<file path="src/rtl/css_pkg.sv">
package css_pkg;

    localparam int CSS_CAPACITY  = 64;
    localparam int CSS_KEY_WIDTH = 32;
    localparam int CSS_DATA_W    = 32;

    // control from the sequencer to the compare-swap unit
    typedef struct packed {
        logic clr_moved;
        logic load;
        logic step;
        logic bwd;
    } swap_ctl_t;

endpackage

</file>
<file path="src/rtl/css_key_ram.sv">
module css_key_ram #(
    parameter int CAPACITY  = 64,
    parameter int KEY_WIDTH = 32,
    parameter int IW        = $clog2(CAPACITY)
) (
    input  logic                 aclk,
    input  logic                 we,
    input  logic [IW-1:0]        waddr,
    input  logic [KEY_WIDTH-1:0] wdata,
    input  logic [IW-1:0]        raddr,
    output logic [KEY_WIDTH-1:0] rdata
);

    logic [KEY_WIDTH-1:0] mem [CAPACITY];
    logic [KEY_WIDTH-1:0] rdata_reg;

    always_ff @(posedge aclk) begin
        if (we) begin
            mem[waddr] <= wdata;
        end
        rdata_reg <= mem[raddr];
    end

    assign rdata = rdata_reg;

endmodule

</file>
<file path="src/rtl/css_swap_unit.sv">
module css_swap_unit #(
    parameter int KEY_WIDTH = 32
) (
    input  logic                 aclk,
    input  logic                 aresetn,
    input  css_pkg::swap_ctl_t   ctl,
    input  logic [KEY_WIDTH-1:0] rd_key,
    output logic [KEY_WIDTH-1:0] wr_key,
    output logic [KEY_WIDTH-1:0] carry_key,
    output logic                 moved
);
    import css_pkg::*;

    logic [KEY_WIDTH-1:0] carry_reg;
    logic [KEY_WIDTH-1:0] carry_next;
    logic                 moved_reg;
    logic                 moved_next;
    logic                 swap;

    // forward: carried key sits left of the neighbor; backward: right of it
    always_comb begin
        if (ctl.bwd) begin
            swap = $signed(rd_key) > $signed(carry_reg);
        end else begin
            swap = $signed(carry_reg) > $signed(rd_key);
        end
        wr_key     = swap ? rd_key : carry_reg;
        carry_next = carry_reg;
        if (ctl.load) begin
            carry_next = rd_key;
        end else if (ctl.step && !swap) begin
            carry_next = rd_key;
        end
        moved_next = moved_reg;
        if (ctl.clr_moved) begin
            moved_next = 1'b0;
        end else if (ctl.step && swap) begin
            moved_next = 1'b1;
        end
    end

    always_ff @(posedge aclk) begin
        carry_reg <= carry_next;
        if (!aresetn) begin
            moved_reg <= 1'b0;
        end else begin
            moved_reg <= moved_next;
        end
    end

    assign carry_key = carry_reg;
    assign moved     = moved_reg;

endmodule

</file>
<file path="src/rtl/css_ctrl.sv">
module css_ctrl #(
    parameter int CAPACITY  = 64,
    parameter int KEY_WIDTH = 32,
    parameter int IW        = $clog2(CAPACITY),
    parameter int CW        = $clog2(CAPACITY + 1)
) (
    input  logic                              aclk,
    input  logic                              aresetn,
    input  logic                              s_tvalid,
    output logic                              s_tready,
    input  logic [css_pkg::CSS_DATA_W-1:0]    s_key,
    input  logic                              s_final,
    output logic                              m_tvalid,
    input  logic                              m_tready,
    output logic [css_pkg::CSS_DATA_W-1:0]    m_key,
    output logic                              m_last,
    output logic                              m_ovf,
    output logic                              mem_we,
    output logic [IW-1:0]                     mem_waddr,
    output logic [KEY_WIDTH-1:0]              mem_wdata,
    output logic [IW-1:0]                     mem_raddr,
    input  logic [KEY_WIDTH-1:0]              mem_rdata,
    output css_pkg::swap_ctl_t                swap_ctl,
    input  logic [KEY_WIDTH-1:0]              swap_wr_key,
    input  logic [KEY_WIDTH-1:0]              swap_carry,
    input  logic                              swap_moved
);
    import css_pkg::*;

    typedef enum logic [2:0] {
        S_LOAD,
        S_RD0,
        S_RD1,
        S_STEP,
        S_FLUSH,
        S_OUT_RD,
        S_OUT_LD,
        S_OUT_HOLD
    } state_t;

    state_t               state_reg;
    logic [CW-1:0]        count_reg;
    logic                 ovf_reg;
    logic [IW-1:0]        left_reg;
    logic [IW-1:0]        right_reg;
    logic [IW-1:0]        cur_reg;
    logic                 bwd_reg;
    logic [IW-1:0]        k_reg;
    logic [KEY_WIDTH-1:0] out_key_reg;
    logic                 out_last_reg;
    logic                 out_valid_reg;

    logic [63:0]          in_wide;
    logic [63:0]          out_wide;
    logic [KEY_WIDTH-1:0] in_key;
    logic                 room;
    logic                 accept;
    logic [CW-1:0]        n_fin;
    logic                 step_last;

    assign in_wide  = {32'd0, s_key};
    assign in_key   = in_wide[KEY_WIDTH-1:0];
    assign out_wide = 64'(out_key_reg);
    assign m_key    = out_wide[CSS_DATA_W-1:0];
    assign m_last   = out_last_reg;
    assign m_ovf    = ovf_reg;
    assign m_tvalid = out_valid_reg;

    assign room     = count_reg < CW'(CAPACITY);
    assign s_tready = (state_reg == S_LOAD);
    assign accept   = s_tvalid && s_tready;
    assign n_fin    = room ? count_reg + CW'(1) : count_reg;
    assign step_last = bwd_reg ? (cur_reg - IW'(1) == left_reg)
                               : (cur_reg + IW'(1) == right_reg);

    always_comb begin
        mem_we             = 1'b0;
        mem_waddr          = cur_reg;
        mem_wdata          = swap_carry;
        mem_raddr          = k_reg;
        swap_ctl.clr_moved = 1'b0;
        swap_ctl.load      = 1'b0;
        swap_ctl.step      = 1'b0;
        swap_ctl.bwd       = bwd_reg;
        unique case (state_reg)
            S_LOAD: begin
                mem_we             = accept && room;
                mem_waddr          = count_reg[IW-1:0];
                mem_wdata          = in_key;
                swap_ctl.clr_moved = accept;
            end
            S_RD0: begin
                mem_raddr = bwd_reg ? right_reg : left_reg;
            end
            S_RD1: begin
                mem_raddr     = bwd_reg ? cur_reg - IW'(1) : cur_reg + IW'(1);
                swap_ctl.load = 1'b1;
            end
            S_STEP: begin
                // prefetch the neighbor of the next step
                mem_raddr     = bwd_reg ? cur_reg - IW'(2) : cur_reg + IW'(2);
                mem_we        = 1'b1;
                mem_wdata     = swap_wr_key;
                swap_ctl.step = 1'b1;
            end
            S_FLUSH: begin
                mem_we             = 1'b1;
                mem_wdata          = swap_carry;
                swap_ctl.clr_moved = bwd_reg && swap_moved;
            end
            S_OUT_RD, S_OUT_LD, S_OUT_HOLD: begin
                mem_raddr = k_reg;
            end
            default: begin
                mem_raddr = k_reg;
            end
        endcase
    end

    always_ff @(posedge aclk) begin
        if (!aresetn) begin
            state_reg     <= S_LOAD;
            count_reg     <= '0;
            ovf_reg       <= 1'b0;
            out_valid_reg <= 1'b0;
        end else begin
            unique case (state_reg)
                S_LOAD: begin
                    if (accept) begin
                        count_reg <= n_fin;
                        if (!room) begin
                            ovf_reg <= 1'b1;
                        end
                        if (s_final) begin
                            left_reg  <= '0;
                            right_reg <= IW'(n_fin - CW'(1));
                            bwd_reg   <= 1'b0;
                            k_reg     <= '0;
                            state_reg <= (n_fin > CW'(1)) ? S_RD0 : S_OUT_RD;
                        end
                    end
                end
                S_RD0: begin
                    cur_reg   <= bwd_reg ? right_reg : left_reg;
                    state_reg <= S_RD1;
                end
                S_RD1: begin
                    state_reg <= S_STEP;
                end
                S_STEP: begin
                    cur_reg <= bwd_reg ? cur_reg - IW'(1) : cur_reg + IW'(1);
                    if (step_last) begin
                        state_reg <= S_FLUSH;
                    end
                end
                S_FLUSH: begin
                    if (!bwd_reg) begin
                        right_reg <= right_reg - IW'(1);
                        if (right_reg - IW'(1) > left_reg) begin
                            bwd_reg   <= 1'b1;
                            state_reg <= S_RD0;
                        end else begin
                            state_reg <= S_OUT_RD;
                        end
                    end else begin
                        // a round without a swap ends the sort early
                        left_reg <= left_reg + IW'(1);
                        if (swap_moved && (left_reg + IW'(1) < right_reg)) begin
                            bwd_reg   <= 1'b0;
                            state_reg <= S_RD0;
                        end else begin
                            state_reg <= S_OUT_RD;
                        end
                    end
                end
                S_OUT_RD: begin
                    state_reg <= S_OUT_LD;
                end
                S_OUT_LD: begin
                    out_key_reg   <= mem_rdata;
                    out_last_reg  <= (CW'(k_reg) + CW'(1) == count_reg);
                    out_valid_reg <= 1'b1;
                    state_reg     <= S_OUT_HOLD;
                end
                S_OUT_HOLD: begin
                    if (m_tready) begin
                        out_valid_reg <= 1'b0;
                        if (out_last_reg) begin
                            count_reg <= '0;
                            ovf_reg   <= 1'b0;
                            state_reg <= S_LOAD;
                        end else begin
                            k_reg     <= k_reg + IW'(1);
                            state_reg <= S_OUT_RD;
                        end
                    end
                end
                default: begin
                    state_reg <= S_LOAD;
                end
            endcase
        end
    end

endmodule

</file>
<file path="src/rtl/cocktail_shaker_sorter.sv">
// Collects signed keys, one per request, until a request with tlast set, then sorts
// them ascending with alternating forward and backward bubble passes and streams them
// out, tlast on the final key and tuser set on every key of a set in which keys past
// CAPACITY were dropped. Keys can be taken back to back while loading. The sort runs through one
// compare-swap unit and a key memory with one read and one write port, one neighbor
// comparison per cycle during a pass; a round without a swap ends the sort early. Each sorted
// key is read from memory, loaded into the output register and held until m_tready takes
// it; the next key is not read before then. No request is taken from the input side
// between the last key of a set and the last result of that set.
module cocktail_shaker_sorter #(
    parameter int CAPACITY  = css_pkg::CSS_CAPACITY,
    parameter int KEY_WIDTH = css_pkg::CSS_KEY_WIDTH
) (
    input  logic                           aclk,
    input  logic                           aresetn,
    input  logic                           s_tvalid,
    output logic                           s_tready,
    input  logic [css_pkg::CSS_DATA_W-1:0] s_tdata,   // [31:0] key_in
    input  logic                           s_tlast,   // is_final
    output logic                           m_tvalid,
    input  logic                           m_tready,
    output logic [css_pkg::CSS_DATA_W-1:0] m_tdata,   // [31:0] key_out
    output logic                           m_tlast,   // end_of_run
    output logic                           m_tuser    // [0] overflowed
);
    import css_pkg::*;

    localparam int IW = $clog2(CAPACITY);
    localparam int CW = $clog2(CAPACITY + 1);

    logic                 mem_we;
    logic [IW-1:0]        mem_waddr;
    logic [KEY_WIDTH-1:0] mem_wdata;
    logic [IW-1:0]        mem_raddr;
    logic [KEY_WIDTH-1:0] mem_rdata;
    swap_ctl_t            swap_ctl;
    logic [KEY_WIDTH-1:0] swap_wr_key;
    logic [KEY_WIDTH-1:0] swap_carry;
    logic                 swap_moved;

    css_key_ram #(
        .CAPACITY  (CAPACITY),
        .KEY_WIDTH (KEY_WIDTH),
        .IW        (IW)
    ) u_ram (
        .aclk  (aclk),
        .we    (mem_we),
        .waddr (mem_waddr),
        .wdata (mem_wdata),
        .raddr (mem_raddr),
        .rdata (mem_rdata)
    );

    css_swap_unit #(
        .KEY_WIDTH (KEY_WIDTH)
    ) u_swap (
        .aclk      (aclk),
        .aresetn   (aresetn),
        .ctl       (swap_ctl),
        .rd_key    (mem_rdata),
        .wr_key    (swap_wr_key),
        .carry_key (swap_carry),
        .moved     (swap_moved)
    );

    css_ctrl #(
        .CAPACITY  (CAPACITY),
        .KEY_WIDTH (KEY_WIDTH),
        .IW        (IW),
        .CW        (CW)
    ) u_ctrl (
        .aclk        (aclk),
        .aresetn     (aresetn),
        .s_tvalid    (s_tvalid),
        .s_tready    (s_tready),
        .s_key       (s_tdata),
        .s_final     (s_tlast),
        .m_tvalid    (m_tvalid),
        .m_tready    (m_tready),
        .m_key       (m_tdata),
        .m_last      (m_tlast),
        .m_ovf       (m_tuser),
        .mem_we      (mem_we),
        .mem_waddr   (mem_waddr),
        .mem_wdata   (mem_wdata),
        .mem_raddr   (mem_raddr),
        .mem_rdata   (mem_rdata),
        .swap_ctl    (swap_ctl),
        .swap_wr_key (swap_wr_key),
        .swap_carry  (swap_carry),
        .swap_moved  (swap_moved)
    );

endmodule
</file>
<file path="config.mk">
export PLATFORM = sky130hd
export DESIGN_NAME = cocktail_shaker_sorter
export DESIGN_NICKNAME = d
export VERILOG_FILES = /design/src/rtl/css_pkg.sv /design/src/rtl/css_key_ram.sv /design/src/rtl/css_swap_unit.sv /design/src/rtl/css_ctrl.sv /design/src/rtl/cocktail_shaker_sorter.sv
export SDC_FILE = /design/constraint.sdc
export NUM_CORES = 2
export LEC_CHECK = 0
export ABC_AREA = 1
export ABC_CLOCK_PERIOD_IN_PS = 3450
export BUFFER_PORTS_ARGS = -buffer_cell sky130_fd_sc_hd__buf_2
export CAP_MARGIN = 30
export CORE_ASPECT_RATIO = 1.1
export CORE_MARGIN = 4
export CORE_UTILIZATION = 55
export DETAILED_ROUTE_END_ITERATION = 8
export MAX_ROUTING_LAYER = met4
export PLACE_DENSITY = 0.78
export SLEW_MARGIN = 20
export SYNTH_ARGS = -nofsm -noshare
export SYNTH_HDL_FRONTEND = slang
export SYNTH_SLANG_ARGS = --single-unit
</file>
<file path="constraint.sdc">
create_clock -name aclk -period 3.45 [get_ports aclk]
set_input_delay 0.1725 -clock aclk [delete_from_list [all_inputs] [get_ports aclk]]
set_output_delay 0.1725 -clock aclk [all_outputs]
set_load 0.02 [all_outputs]
</file>
==> reports/metrics.csv <==
stage,metric,value,unit
clock_network,"Reg clk slew, reported paths",0.06,ns
setup_path,Reg2Reg Setup Slack,0.09,ns
drt,via count,69900,
setup_path,kind of critical path,reg2reg,
drt,number of vias per cell,6.16,
clock_network,Max Root-Sink Buffers,3,
clock_network,CTS sink cnt,2183,
setup_path,Startpoint Class,register,
floorplan,Die X,407,um
setup_path,"Data arrival, critical path",4.01,ns
synthesis,largest cells by area after synthesis,"edfxtp_1 67%, nand3_1 9.4%, nand2_1 7.8%",
synthesis,syn nets,8795,
floorplan,Initial Utilization,55.5,%
synthesis,post-synth top area share,66.7,%
synthesis,"count leader, synth",edfxtp_1,
finish,"Area growth, synth to finish",14.6,%
place,post-placement cell count,11000,
setup_path,R2R Path Start,u_ctrl.cur_reg[0]$_DFFE_PP_,
floorplan,core area,173000,um2
drt,Initial DRC Count,10700,
setup_path,CP max FO,42,
setup_path,worst reg2reg path depth,17,
setup_path,worst flop-to-flop path endpoint,u_ram.rdata[9]$_DFF_P_,
hold_path,min-delay worst type,in2reg,
setup_path,CP max stage cell,edfxtp_1,
synthesis,sequential share of the synthesized area,67.7,%
sta,final period utilization,97.3,%
global_route,first-pass GRT wire length,426,mm
sta,"Hold Violations, Final",0,
clock_network,H-Tree Depth,4,
clock_network,CTS tree,yes,
drt,wire per inst,25.9,um
finish,number of flip-flops in the largest register,2048,
sta,RSZ-0062 raised after global routing,false,
synthesis,Yosys reg bits,2183,
finish,most flop-heavy register,u_ram.mem,
global_route,initial antenna violation count,8,
global_route,total gr overflow,0,
floorplan,die area,182000,um2
synthesis,synth warn,0,
synthesis,cell count after synthesis,8703,
run_status,outcome,"finished, violations left",
setup_path,Worst Setup EP,u_ram.rdata[9]$_DFF_P_,
setup_path,Crit path required time,4.10,ns
finish,fraction of layout cells with a size suffix above 1,10.5,%
drt,drt first pass iters,9,
setup_path,worst path bufs/invs,4,
setup_path,crit end category,register,
floorplan,# rows,160,
sta,Worst slew margin,38.3,%
hold_path,Hold Crit Depth,4,
floorplan,Die Y,447,um
synthesis,Synth area leader,edfxtp_1,
drt,number of antenna-violating nets in the routed design,0,
synthesis,top_reg_cell synth,edfxtp_1,
floorplan,# IOs,73,
global_route,total track usage,32.8,%
clock_network,root buffer selected by CTS,clkbuf_16,
setup_path,kind of cell adding the most delay to the critical path,simple AND/OR/NAND/NOR gates,
sta,fmax,298,MHz
synthesis,Synth top cells by count,"2138 x edfxtp_1, 1987 x nand2_1, 1806 x nand3_1",
place,Place WS,0.0899,ns
synthesis,Async SR Flop Fraction,0,%
drt,# DRC,1,
setup_path,Levels on crit path,17,
place,IO buf count,72,
synthesis,"EDFF count, synth",2138,
setup_path,cells along the critical path,buf_4 > ha_1 > nand2_1 > nand2_1 > nand2_1 > o21ai_0 > or2_0 > nand2_1 > nand2_4 > inv_8 > buf_16 > buf_12 > nand3_1 > nand3_1 > nand3_1 > nand3_1 > nand2_1,
synthesis,library cells used by synthesis,43,
clock_network,Worst-Skew Late Latency,0.86,ns
sta,final worst slack,0.0921,ns
job,max-cap violations,0,
run_status,failing checks,design-rule violations,
place,Detailed Place HPWL,168,mm
sta,Tmin final,3.36,ns
sta,Final setup viols,0,
place,gpl congestion,0.958,
synthesis,Mapped Area,96200,um2
setup_path,start point of the critical path,u_ctrl.cur_reg[0]$_DFFE_PP_,
sta,Slew Limit Fails,0,
sta,Final Skew,0.0457,ns
drt,final wirelength,294,mm
finish,Final #Nets,8997,
setup_path,max incr delay on CP,0.39,ns
clock_network,TritonCTS buffer count,206,
synthesis,"Avg Cell Area, Syn",11.1,um2
finish,Finished Layout Cells,11400,
setup_path,"Top cell by count, worst path",nand2_1,
finish,Fillers,12400,
global_route,largest net degree at the start of global routing,121,
global_route,number of global-route vias before repair,67000,
sta,Slew @ Worst Pin,0.918,ns
## layer usage
metal / share of wire (%) / vias to the layer above / global-route usage, %
met5: 0 / - / -
met4: 7.1 / 0 / 19.1
met3: 13 / 1144 / 6.84
met2: 46 / 5176 / 50.3
met1: 35 / 33300 / 40.6
li1: - / 30300 / -
## placed cells by master, fill, tap and decap left out, drive strengths merged, types with 4 or more instances in the layout
cell / count
edfxtp: 2138
o211ai: 67
ha: 54
or2: 11
nor2: 138
xnor2: 4
clkbuf: 258
xor2: 31
nand4: 10
nor3: 19
o21ai: 44
dfxtp: 45
nand3: 1807
nand3b: 705
nor4: 4
dlygate4sd3: 6
nand2: 1991
clkinv: 101
bufinv: 15
a21oi: 32
clkinvlp: 7
buf: 531
inv: 1043
## worst min-delay path by stage
stage / from / to / slack (ns)
after floorplan: aresetn / u_swap.moved$_SDFFE_PP0P_ / 0.31
after global placement: u_ram.rdata[26]$_DFF_P_ / u_swap.carry_key[26]$_DFFE_PP_ / 0.46
after detailed placement: u_ram.rdata[26]$_DFF_P_ / u_swap.carry_key[26]$_DFFE_PP_ / 0.47
after CTS: s_tdata[15] / u_ram.mem[14][15]$_DFFE_PP_ / 0.02
after global routing: s_tdata[3] / u_ram.mem[10][3]$_DFFE_PP_ / 0.03
final: s_tdata[3] / u_ram.mem[9][3]$_DFFE_PP_ / 0.06
## kinds of logic (layout without fill, tap and decap cells)
family	Yosys count	count (layout)	share of synthesized area (%)
flops	2183	2183	67.7
fa+ha+maj	55	55	0.723
other cells	0	3	0
compound gates	160	160	1.06
xor+xnor	35	35	0.319
buf+inv	1585	1961	6.70
simple gates	4685	4685	23.5
## stage by stage
stage | hold slack [ns] | instance area, um2 | utilization (%) | setup TNS (ns)
final | 0.0554 | 110000 | 63.6 | 0
after CTS | 0.0156 | 110000 | 63.5 | 0
after detailed placement | 0.471 | 104000 | 59.7 | 0
after floorplan | 0.313 | 96200 | - | -82.19
after global routing | 0.0272 | 110000 | 63.6 | 0
after global placement | 0.463 | 104000 | 59.7 | 0
## what timing repair did
action / CTS / global route
gates resized for setup: 0 / 16
hold endpoints to repair: 20 / 0
hold buffers: 6 / 0
buffers inserted: 0 / 1
endpoints found under the setup margin: 0 / 415
## tightest hold or removal path, cell delays in order
cell	delay, ns
buf_2	0.09
nand2_1	0.13
nand3_2	0.17
buf_12	0.19
## layout make-up
type	instances	area, um2	area share, %
Antenna cell	3	7.51	0.00681
Tap cell	2268	2840	2.58
Multi-Input combinational cell	4935	25400	23.0
Clock inverter	125	1060	0.959
Sequential cell	2183	65100	59.1
Timing Repair Buffer	538	6410	5.82
Inverter	1041	3940	3.57
Clock buffer	257	5450	4.95
Power is not shown: default switching activity piles up to over one toggle a cycle in this logic, so the estimate is an artifact.
